## config.mk

```make
export PLATFORM = sky130hd
export DESIGN_NAME = limit_order_book_matcher
export DESIGN_NICKNAME = d
export VERILOG_FILES = /design/src/hw/rtl/lob_pkg.sv /design/src/hw/rtl/limit_order_book_matcher.sv /design/src/hw/rtl/lob_ctrl.sv /design/src/hw/rtl/lob_dp.sv
export VERILOG_INCLUDE_DIRS = /design/src /design/src/hw/rtl
export SDC_FILE = /design/constraint.sdc
export NUM_CORES = 2
export LEC_CHECK = 0
export BUFFER_PORTS_ARGS = -buffer_cell sky130_fd_sc_hd__clkbuf_2
export CORE_MARGIN = 5
export CORE_UTILIZATION = 40
export DETAILED_ROUTE_END_ITERATION = 6
export GPL_TIMING_DRIVEN = 0
export PLACE_DENSITY_LB_ADDON = 0.12
export SLEW_MARGIN = 20
export SYNTH_ARGS = -nofsm -noshare
export SYNTH_HDL_FRONTEND = slang
export SYNTH_MEMORY_MAX_BITS = 65536
export SYNTH_SLANG_ARGS = --single-unit
```

## constraint.sdc

```tcl
create_clock -name clock -period 26.5 [get_ports clock]
set_clock_uncertainty 0.1 [all_clocks]
set_input_delay 2.65 -clock clock [delete_from_list [all_inputs] [get_ports clock]]
set_output_delay 2.65 -clock clock [all_outputs]
set_load 0.02 [all_outputs]
```

## src/hw/rtl/limit_order_book_matcher_assert.svh

```systemverilog
// assertion macros used by the order book controller
// no dependencies; each macro expands to one concurrent assertion
`ifndef LIMIT_ORDER_BOOK_MATCHER_ASSERT_SVH
`define LIMIT_ORDER_BOOK_MATCHER_ASSERT_SVH

// property must hold at every rising clock edge outside reset
`define LOB_ASSERT_ALWAYS(label, clk, rst, prop) \
   label: assert property (@(posedge clk) disable iff (rst) (prop)) \
      else $error("order book assertion failed");

// consequent must hold in the same cycle as the antecedent
`define LOB_ASSERT_IMPLY(label, clk, rst, ante, cons) \
   label: assert property (@(posedge clk) disable iff (rst) (ante) |-> (cons)) \
      else $error("order book assertion failed");

`endif

```

## src/hw/rtl/lob_pkg.sv

```systemverilog
// shared constants, codes and command/status types of the order book
// no dependencies
`default_nettype none
package lob_pkg;
   localparam int ORDER_SLOTS = 32;
   localparam int SLOT_W = $clog2(ORDER_SLOTS);
   localparam int ROUND_W = $clog2(ORDER_SLOTS + 1);

   localparam logic [1:0] OP_ADD = 2'd0;
   localparam logic [1:0] OP_CANCEL = 2'd1;
   localparam logic [1:0] OP_BEST_SELL = 2'd2;
   localparam logic [1:0] OP_BEST_BUY = 2'd3;

   localparam logic [2:0] ST_FILL = 3'd0;
   localparam logic [2:0] ST_RESTED = 3'd1;
   localparam logic [2:0] ST_FULL_FILL = 3'd2;
   localparam logic [2:0] ST_DROPPED = 3'd3;
   localparam logic [2:0] ST_CANCELLED = 3'd4;
   localparam logic [2:0] ST_NOT_FOUND = 3'd5;
   localparam logic [2:0] ST_BEST = 3'd6;
   localparam logic [2:0] ST_NONE = 3'd7;

   typedef struct packed {
      logic load;
      logic scan_clear;
      logic scan_en;
      logic [SLOT_W-1:0] scan_idx;
      logic emit_fill;
      logic emit_close;
      logic emit_single;
   } cmd_type;

   typedef struct packed {
      logic req_add;
      logic req_skip;
      logic op_add;
      logic have;
      logic rem_zero;
      logic rsp_free;
   } stat_type;
endpackage
`default_nettype wire

```

## src/hw/rtl/limit_order_book_matcher.sv

```systemverilog
// top level of the price-time priority order book matcher
// depends on lob_pkg, lob_ctrl and lob_dp
//
//   channel   direction  handshake              payload
//   req       in         req_valid/req_ready    operation, id, side, price, quantity
//   rsp       out        rsp_valid/rsp_ready    status, id, side, price, quantity, last
//
// one transaction at a time; each best-entry scan walks all 32 slots, one per cycle
// an add scans again after each fill while quantity remains, for at most 32 fills, then
//   closes with one result that reports it fully filled, rested or dropped
// cancel and queries take one scan and give a single result; zero-quantity adds give none
// reset is synchronous and empties the book; a stalled rsp holds the next result back
`default_nettype none
module limit_order_book_matcher (
   input  wire logic clock,
   input  wire logic reset,
   input  wire logic req_valid,
   output logic req_ready,
   input  wire logic [1:0] req_operation,
   input  wire logic [31:0] req_order_id,
   input  wire logic req_buy_or_sell,
   input  wire logic [31:0] req_limit_price,
   input  wire logic [31:0] req_quantity,
   output logic rsp_valid,
   input  wire logic rsp_ready,
   output logic [2:0] rsp_status,
   output logic [31:0] rsp_result_id,
   output logic rsp_result_side,
   output logic [31:0] rsp_result_price,
   output logic [31:0] rsp_result_quantity,
   output logic rsp_last_of_run
);
   import lob_pkg::*;

   cmd_type cmd;
   stat_type stat;

   lob_ctrl u_ctrl (
      .clock(clock),
      .reset(reset),
      .req_valid(req_valid),
      .req_ready(req_ready),
      .stat(stat),
      .cmd(cmd)
   );

   lob_dp u_dp (
      .clock(clock),
      .reset(reset),
      .cmd(cmd),
      .stat(stat),
      .req_operation(req_operation),
      .req_order_id(req_order_id),
      .req_buy_or_sell(req_buy_or_sell),
      .req_limit_price(req_limit_price),
      .req_quantity(req_quantity),
      .rsp_valid(rsp_valid),
      .rsp_ready(rsp_ready),
      .rsp_status(rsp_status),
      .rsp_result_id(rsp_result_id),
      .rsp_result_side(rsp_result_side),
      .rsp_result_price(rsp_result_price),
      .rsp_result_quantity(rsp_result_quantity),
      .rsp_last_of_run(rsp_last_of_run)
   );
endmodule
`default_nettype wire

```

## src/hw/rtl/lob_ctrl.sv

```systemverilog
// controller of the order book: sequences scans, fills, closing and single results
// depends on lob_pkg and limit_order_book_matcher_assert.svh
`default_nettype none
`include "limit_order_book_matcher_assert.svh"
module lob_ctrl (
   input  wire logic clock,
   input  wire logic reset,
   input  wire logic req_valid,
   output logic req_ready,
   input  wire lob_pkg::stat_type stat,
   output lob_pkg::cmd_type cmd
);
   import lob_pkg::*;

   localparam logic [2:0] S_IDLE = 3'd0;
   localparam logic [2:0] S_SCAN = 3'd1;
   localparam logic [2:0] S_DECIDE = 3'd2;
   localparam logic [2:0] S_CHECK = 3'd3;
   localparam logic [2:0] S_CLOSE = 3'd4;

   logic [2:0] state_ff, state_in;
   logic [SLOT_W-1:0] idx_ff, idx_in;
   logic [ROUND_W-1:0] rounds_ff, rounds_in;

   assign req_ready = (state_ff == S_IDLE);

   always_comb begin
      state_in = state_ff;
      idx_in = idx_ff;
      rounds_in = rounds_ff;
      cmd = '0;
      cmd.scan_idx = idx_ff;
      case (state_ff)
         S_IDLE: begin
            if (req_valid) begin
               cmd.load = 1'b1;
               if (!stat.req_skip) begin
                  cmd.scan_clear = 1'b1;
                  idx_in = '0;
                  rounds_in = '0;
                  state_in = S_SCAN;
               end
            end
         end
         S_SCAN: begin
            cmd.scan_en = 1'b1;
            idx_in = idx_ff + 1'b1;
            if (idx_ff == SLOT_W'(ORDER_SLOTS - 1)) begin
               idx_in = '0;
               state_in = S_DECIDE;
            end
         end
         S_DECIDE: begin
            if (stat.op_add) begin
               if (!stat.have) begin
                  state_in = S_CLOSE;
               end else if (stat.rsp_free) begin
                  cmd.emit_fill = 1'b1;
                  rounds_in = rounds_ff + 1'b1;
                  state_in = S_CHECK;
               end
            end else if (stat.rsp_free) begin
               cmd.emit_single = 1'b1;
               state_in = S_IDLE;
            end
         end
         S_CHECK: begin
            if (!stat.rem_zero && rounds_ff < ROUND_W'(ORDER_SLOTS)) begin
               cmd.scan_clear = 1'b1;
               state_in = S_SCAN;
            end else begin
               state_in = S_CLOSE;
            end
         end
         S_CLOSE: begin
            if (stat.rsp_free) begin
               cmd.emit_close = 1'b1;
               state_in = S_IDLE;
            end
         end
         default: state_in = S_IDLE;
      endcase
   end

   always_ff @(posedge clock) begin
      if (reset) begin
         state_ff <= S_IDLE;
         idx_ff <= '0;
         rounds_ff <= '0;
      end else begin
         state_ff <= state_in;
         idx_ff <= idx_in;
         rounds_ff <= rounds_in;
      end
   end

   `LOB_ASSERT_ALWAYS(a_one_emit, clock, reset,
      $onehot0({cmd.emit_fill, cmd.emit_close, cmd.emit_single}))
   `LOB_ASSERT_IMPLY(a_emit_free, clock, reset,
      cmd.emit_fill || cmd.emit_close || cmd.emit_single, stat.rsp_free)
   `LOB_ASSERT_IMPLY(a_fill_has_best, clock, reset, cmd.emit_fill, stat.have)
   `LOB_ASSERT_ALWAYS(a_rounds_bound, clock, reset, rounds_ff <= ROUND_W'(ORDER_SLOTS))
endmodule
`default_nettype wire

```

## src/hw/rtl/lob_dp.sv

```systemverilog
// datapath of the order book: slot registers, best-entry scan, result register
// depends on lob_pkg
`default_nettype none
module lob_dp (
   input  wire logic clock,
   input  wire logic reset,
   input  wire lob_pkg::cmd_type cmd,
   output lob_pkg::stat_type stat,
   input  wire logic [1:0] req_operation,
   input  wire logic [31:0] req_order_id,
   input  wire logic req_buy_or_sell,
   input  wire logic [31:0] req_limit_price,
   input  wire logic [31:0] req_quantity,
   output logic rsp_valid,
   input  wire logic rsp_ready,
   output logic [2:0] rsp_status,
   output logic [31:0] rsp_result_id,
   output logic rsp_result_side,
   output logic [31:0] rsp_result_price,
   output logic [31:0] rsp_result_quantity,
   output logic rsp_last_of_run
);
   import lob_pkg::*;

   logic [ORDER_SLOTS-1:0] valid_ff;
   logic [31:0] id_ff [ORDER_SLOTS];
   logic side_ff [ORDER_SLOTS];
   logic [31:0] price_ff [ORDER_SLOTS];
   logic [31:0] qty_ff [ORDER_SLOTS];
   logic [31:0] arrival_ff [ORDER_SLOTS];
   logic [31:0] counter_ff;

   // latched transaction
   logic [1:0] op_ff;
   logic [31:0] oid_ff, lim_ff, rem_ff, stamp_ff;
   logic oside_ff;

   // running best
   logic have_ff;
   logic [SLOT_W-1:0] bidx_ff;
   logic [31:0] bid_ff, bprice_ff, bqty_ff, bage_ff;
   logic bside_ff;

   logic rsp_valid_ff;
   logic [2:0] st_ff;
   logic [31:0] rid_ff, rprice_ff, rqty_ff;
   logic rside_ff, rlast_ff;

   logic want_side;
   logic [31:0] want_lim;
   logic [31:0] cur_age;
   logic cand, better;
   logic [31:0] amt, left;
   logic free_found;
   logic [SLOT_W-1:0] free_idx;

   always_comb begin
      case (op_ff)
         OP_ADD: begin
            want_side = ~oside_ff;
            want_lim = lim_ff;
         end
         OP_BEST_SELL: begin
            want_side = 1'b1;
            want_lim = 32'hFFFF_FFFF;
         end
         default: begin
            want_side = 1'b0;
            want_lim = 32'h0;
         end
      endcase
   end

   always_comb begin
      cur_age = counter_ff - arrival_ff[cmd.scan_idx];
      if (op_ff == OP_CANCEL) begin
         cand = valid_ff[cmd.scan_idx] && (id_ff[cmd.scan_idx] == oid_ff);
         better = !have_ff || (cur_age > bage_ff);
      end else begin
         cand = valid_ff[cmd.scan_idx] && (side_ff[cmd.scan_idx] == want_side) &&
                (want_side ? (price_ff[cmd.scan_idx] <= want_lim)
                           : (price_ff[cmd.scan_idx] >= want_lim));
         if (!have_ff)
            better = 1'b1;
         else if (price_ff[cmd.scan_idx] == bprice_ff)
            better = cur_age > bage_ff;
         else
            better = want_side ? (price_ff[cmd.scan_idx] < bprice_ff)
                               : (price_ff[cmd.scan_idx] > bprice_ff);
      end
   end

   assign amt = (rem_ff < bqty_ff) ? rem_ff : bqty_ff;
   assign left = bqty_ff - amt;

   // lowest free slot
   always_comb begin
      free_found = 1'b0;
      free_idx = '0;
      for (int i = ORDER_SLOTS - 1; i >= 0; i--) begin
         if (!valid_ff[i]) begin
            free_found = 1'b1;
            free_idx = SLOT_W'(i);
         end
      end
   end

   always_comb begin
      stat.req_add = (req_operation == OP_ADD);
      stat.req_skip = (req_operation == OP_ADD) && (req_quantity == 32'h0);
      stat.op_add = (op_ff == OP_ADD);
      stat.have = have_ff;
      stat.rem_zero = (rem_ff == 32'h0);
      stat.rsp_free = !rsp_valid_ff || rsp_ready;
   end

   always_ff @(posedge clock) begin
      if (reset) begin
         valid_ff <= '0;
         counter_ff <= '0;
         have_ff <= 1'b0;
         rsp_valid_ff <= 1'b0;
      end else begin
         if (cmd.emit_fill || cmd.emit_close || cmd.emit_single)
            rsp_valid_ff <= 1'b1;
         else if (rsp_valid_ff && rsp_ready)
            rsp_valid_ff <= 1'b0;
         if (cmd.load && stat.req_add && !stat.req_skip)
            counter_ff <= counter_ff + 32'd1;
         if (cmd.scan_clear)
            have_ff <= 1'b0;
         if (cmd.scan_en && cand && better)
            have_ff <= 1'b1;
         if (cmd.emit_fill) begin
            if (left == 32'h0)
               valid_ff[bidx_ff] <= 1'b0;
         end
         if (cmd.emit_close) begin
            if (rem_ff != 32'h0 && free_found)
               valid_ff[free_idx] <= 1'b1;
         end
         if (cmd.emit_single) begin
            if (op_ff == OP_CANCEL && have_ff)
               valid_ff[bidx_ff] <= 1'b0;
         end
      end
   end

   // payload registers
   always_ff @(posedge clock) begin
      if (cmd.load) begin
         op_ff <= req_operation;
         oid_ff <= req_order_id;
         oside_ff <= req_buy_or_sell;
         lim_ff <= req_limit_price;
         rem_ff <= req_quantity;
         stamp_ff <= counter_ff;
      end
      if (cmd.scan_en && cand && better) begin
         bidx_ff <= cmd.scan_idx;
         bid_ff <= id_ff[cmd.scan_idx];
         bside_ff <= side_ff[cmd.scan_idx];
         bprice_ff <= price_ff[cmd.scan_idx];
         bqty_ff <= qty_ff[cmd.scan_idx];
         bage_ff <= cur_age;
      end
      if (cmd.emit_fill) begin
         qty_ff[bidx_ff] <= left;
         rem_ff <= rem_ff - amt;
         st_ff <= ST_FILL;
         rid_ff <= bid_ff;
         rside_ff <= bside_ff;
         rprice_ff <= bprice_ff;
         rqty_ff <= amt;
         rlast_ff <= 1'b0;
      end
      if (cmd.emit_close) begin
         rid_ff <= oid_ff;
         rside_ff <= oside_ff;
         rprice_ff <= lim_ff;
         rqty_ff <= rem_ff;
         rlast_ff <= 1'b1;
         if (rem_ff == 32'h0) begin
            st_ff <= ST_FULL_FILL;
         end else if (free_found) begin
            st_ff <= ST_RESTED;
            id_ff[free_idx] <= oid_ff;
            side_ff[free_idx] <= oside_ff;
            price_ff[free_idx] <= lim_ff;
            qty_ff[free_idx] <= rem_ff;
            arrival_ff[free_idx] <= stamp_ff;
         end else begin
            st_ff <= ST_DROPPED;
         end
      end
      if (cmd.emit_single) begin
         rlast_ff <= 1'b1;
         if (have_ff) begin
            st_ff <= (op_ff == OP_CANCEL) ? ST_CANCELLED : ST_BEST;
            rid_ff <= bid_ff;
            rside_ff <= bside_ff;
            rprice_ff <= bprice_ff;
            rqty_ff <= bqty_ff;
         end else begin
            st_ff <= (op_ff == OP_CANCEL) ? ST_NOT_FOUND : ST_NONE;
            rid_ff <= (op_ff == OP_CANCEL) ? oid_ff : 32'h0;
            rside_ff <= 1'b0;
            rprice_ff <= 32'h0;
            rqty_ff <= 32'h0;
         end
      end
   end

   assign rsp_valid = rsp_valid_ff;
   assign rsp_status = st_ff;
   assign rsp_result_id = rid_ff;
   assign rsp_result_side = rside_ff;
   assign rsp_result_price = rprice_ff;
   assign rsp_result_quantity = rqty_ff;
   assign rsp_last_of_run = rlast_ff;
endmodule
`default_nettype wire
```

==> summary.md <==
| Metric | Value |
|---|---|
| Synth top area cells | `edfxtp_1 (74%), mux4_2 (15%), ha_1 (1.5%), mux2i_1 (1.0%), dfxtp_1 (0.94%)` |
| IO Port Bufs | `205` |
| Setup Viol. Count Final | `0` |
| Syn Nets | `9,004` |
| RSZ-0062 raised after global routing | `no` |
| Worst-margin pin slew | `1260 ps` |
| Initial antenna violation count | `24` |
| Syn-to-layout area delta | `19.2%` |
| Num rows | `248` |
| DP HPWL | `393 mm` |
| GRT Total Usage | `23.7%` |
| PD cells | `75.3 nW/um^2` |
| Placed inst area | `200,000 um^2` |
| Nets | `10,100` |
| Worst-path clk slew | `60 ps` |
| Status | `finished clean` |
| WP data arrival | `13,140 ps` |
| Placer Congestion | `0.842` |
| Cell Area, Synth | `182,000 um^2` |
| FFs w/ async S/R, synth | `0%` |
| Final slew viol count | `0` |
| Crit. End Element | `register` |
| Slowest stage delay, CP | `790 ps` |
| Setup Crit Path Kind | `register to register` |
| Req. time, crit path | `27,110 ps` |
| Fin crit share | `47.3%` |
| Multi-input gate area | `44,200 um^2` |
| Hold bufs inserted after CTS | `0` |
| Cells after Synth | `8,674` |
| Layout cells sized above 1 | `28.8%` |
| DRT Pass-1 Iters | `6` |
| Post-Route Setup TNS | `0 ps` |
| GRT overflow | `0` |
| Final WL | `567 mm` |
| Critical-path maximum fanout | `10` |
| Post-CTS Resized | `0` |
| Synth cell types | `84` |
| Synthesis-stage register bit count | `4,579` |
| Io pins | `206` |
| Hold Slack | `336 ps` |
| Vias per inst | `5.86` |
| Hold Crit Class | `register to register` |
| Fill cells | `37,200` |
| Via count | `95,100` |
| Leak | `69.3 nW` |
| Maxcap violations | `0` |
| Top cell type by total area after synthesis | `edfxtp_1` |
| Share of the synthesized area in the top cell type | `74.0%` |
| CP max stage cell | `clkbuf_1` |
| Max_slew headroom | `15.8%` |
| Die Footprint | `469,000 um^2` |
| Final Hold Vio Count | `0` |
| Post-synth EDFFs | `4,493` |
| DRT iter0 DRCs | `11,000` |
| Top_reg_cell synth | `edfxtp_1` |
| Initial Util | `40.0%` |
| Design Area, Final | `217,000 um^2` |
| Max VDD drop | `0.0000622 V` |
| Avg Cell Area, Syn | `21.0 um^2` |
| CTS tree | `done` |
| Worst setup SP type | `register` |
| Global-route wire length before repair | `782 mm` |
| Yosys synthesis warning count | `0` |
| Num CTS Buffers | `476` |
| Vias in the first global route | `96,000` |
| Root Buffer | `clkbuf_16` |
| Die span in y | `685 um` |
| Highest clock rate | `79.8 MHz` |
| Post-DRT Antenna Nets | `0` |
| CTS H-tree lvls | `5` |
| Final min period | `12,530 ps` |
| Die X | `685 um` |
| Pin count of the biggest net entering global routing | `57` |
| Num Clock Sinks | `4,579` |
| CORE AREA | `455,000 um^2` |
| Drt drc | `0` |
| Setup bufs post-CTS | `0` |
| Latest clock arrival within the worst-skew pair | `1030 ps` |
| Routed wire length per instance | `34.9 um` |
| Register area | `137,000 um^2` |
| Sequential fraction of the synthesis area | `75.0%` |
| Clock tree buffer depth | `4` |
-- power breakdown --
group          total (W)  leakage, nW  switching (W)  internal [W]
clock network    0.00687         7.80        0.00286       0.00400
registers        0.00824         41.2       0.000101       0.00814
logic            0.00124         20.3       0.000743      0.000501
total             0.0163         69.3        0.00371        0.0126
-- cell type report --
type	count	area share [%]
Sequential cell	4579	62.9
Buffer	399	0.799
Multi-Input combinational cell	3544	20.4
Inverter	152	0.266
Clock buffer	565	5.72
Clock inverter	325	1.64
Tap cell	6000	3.46
Timing Repair Buffer	655	4.83
Antenna cell	26	0.0300
-- layout by cell type, fill, tap and decap left out, types with 50 or more instances in the layout --
master     instances
ha_1             224
o21ai_0          140
clkinv_1         111
nand2_1          307
buf_16           139
clkinv_2          97
bufinv_16         68
clkbuf_2         278
xor2_1            77
buf_12           228
mux4_2          1204
xnor2_1           59
nor2_1           185
buf_8             50
nand4_1           55
mux2i_1          183
clkbuf_16        483
a21oi_1          155
nand3_1           66
inv_1            148
nor2_4            65
mux2_2            76
a21o_1            62
clkbuf_1         278
edfxtp_1        4493
buf_2             93
dfxtp_1           86
o31ai_1           76
-- Yosys cell counts (24+ instances only) --
cell type and count:
buf_2 71, nor2b_1 25, nand3_1 67, inv_1 149
clkbuf_1 264, buf_1 56, nand2b_1 34, xnor2_1 59
nor2_1 254, dfxtp_1 86, o21bai_1 42, a221oi_1 34
and3_1 24, o31ai_1 77, a21oi_1 161, o21a_1 24
nor4_1 27, edfxtp_1 4493, mux2i_1 183, a31oi_1 30
a211oi_1 28, mux4_2 1204, a22o_1 34, a21o_1 62
nor3_1 38, mux2_2 76, o21ai_0 152, a22oi_1 31
o22ai_1 24, nand4_1 55, ha_1 224, nand2_1 318
xor2_1 77
-- flip-flops by register name (all words and copies together), names as in the netlist, 1024 cells and up, named ones only --
signal and flops:
u_dp.price_ff 1024, u_dp.arrival_ff 1024, u_dp.id_ff 1024, u_dp.qty_ff 1024
-- critical path: cells and delay by family, from the launching register on --
family / cells / cell delay [ps]
flip-flops: 1 / 300
XOR/XNOR: 1 / 110
buffers and inverters: 14 / 5990
AND/OR/NAND/NOR: 6 / 1650
AO/OA/AOI/OAI: 11 / 2310
adder cells (fa/ha/maj): 2 / 700
multiplexers: 2 / 940
-- routing by layer --
metal	track usage [%]	wire length (um)
met1	32.5	232000
met5	0	41
met2	39.2	277000
met4	7.63	21200
met3	3.51	36500
-- through the flow --
step	utilization (%)	total power (W)	cells	setup slack, ps
after global routing	47.7	0.0169	16200	13490
after floorplan	-	0.00912	8674	9630
after global placement	41.9	0.00957	14900	-6970
after detailed placement	44.0	0.00963	15300	13860
final	47.7	0.0163	16200	13970
after CTS	47.5	0.0165	16200	13860
-- cells by family (layout without fill, tap and decap cells) --
kind of cell,Yosys count,count (layout),share of synthesized area [%]
buffers and inverters,551,2096,1.20
adder cells (fa/ha/maj),227,227,1.57
AO/OA/AOI/OAI,800,800,2.94
AND/OR/NAND/NOR,918,918,2.33
other,0,26,0
XOR/XNOR,136,136,0.653
flip-flops,4579,4579,75.0
multiplexers,1463,1463,16.3
-- path summary, 6_finish.rpt --
| kind | startpoint | end | slack (ps) | depth (start not counted) |
|---|---|---|---|---|
| min reg2reg | u_ctrl.idx_ff[2] | u_dp.bidx_ff[2] | 340 | 0 |
| min | u_ctrl.idx_ff[2] | u_dp.bidx_ff[2] | 340 | 0 |
| max | register | u_dp.bqty_ff[15] | 13970 | 36 |
| max reg2reg | register | u_dp.bqty_ff[15] | 13970 | 36 |
No activity file was read; power rests on OpenSTA's default activity.
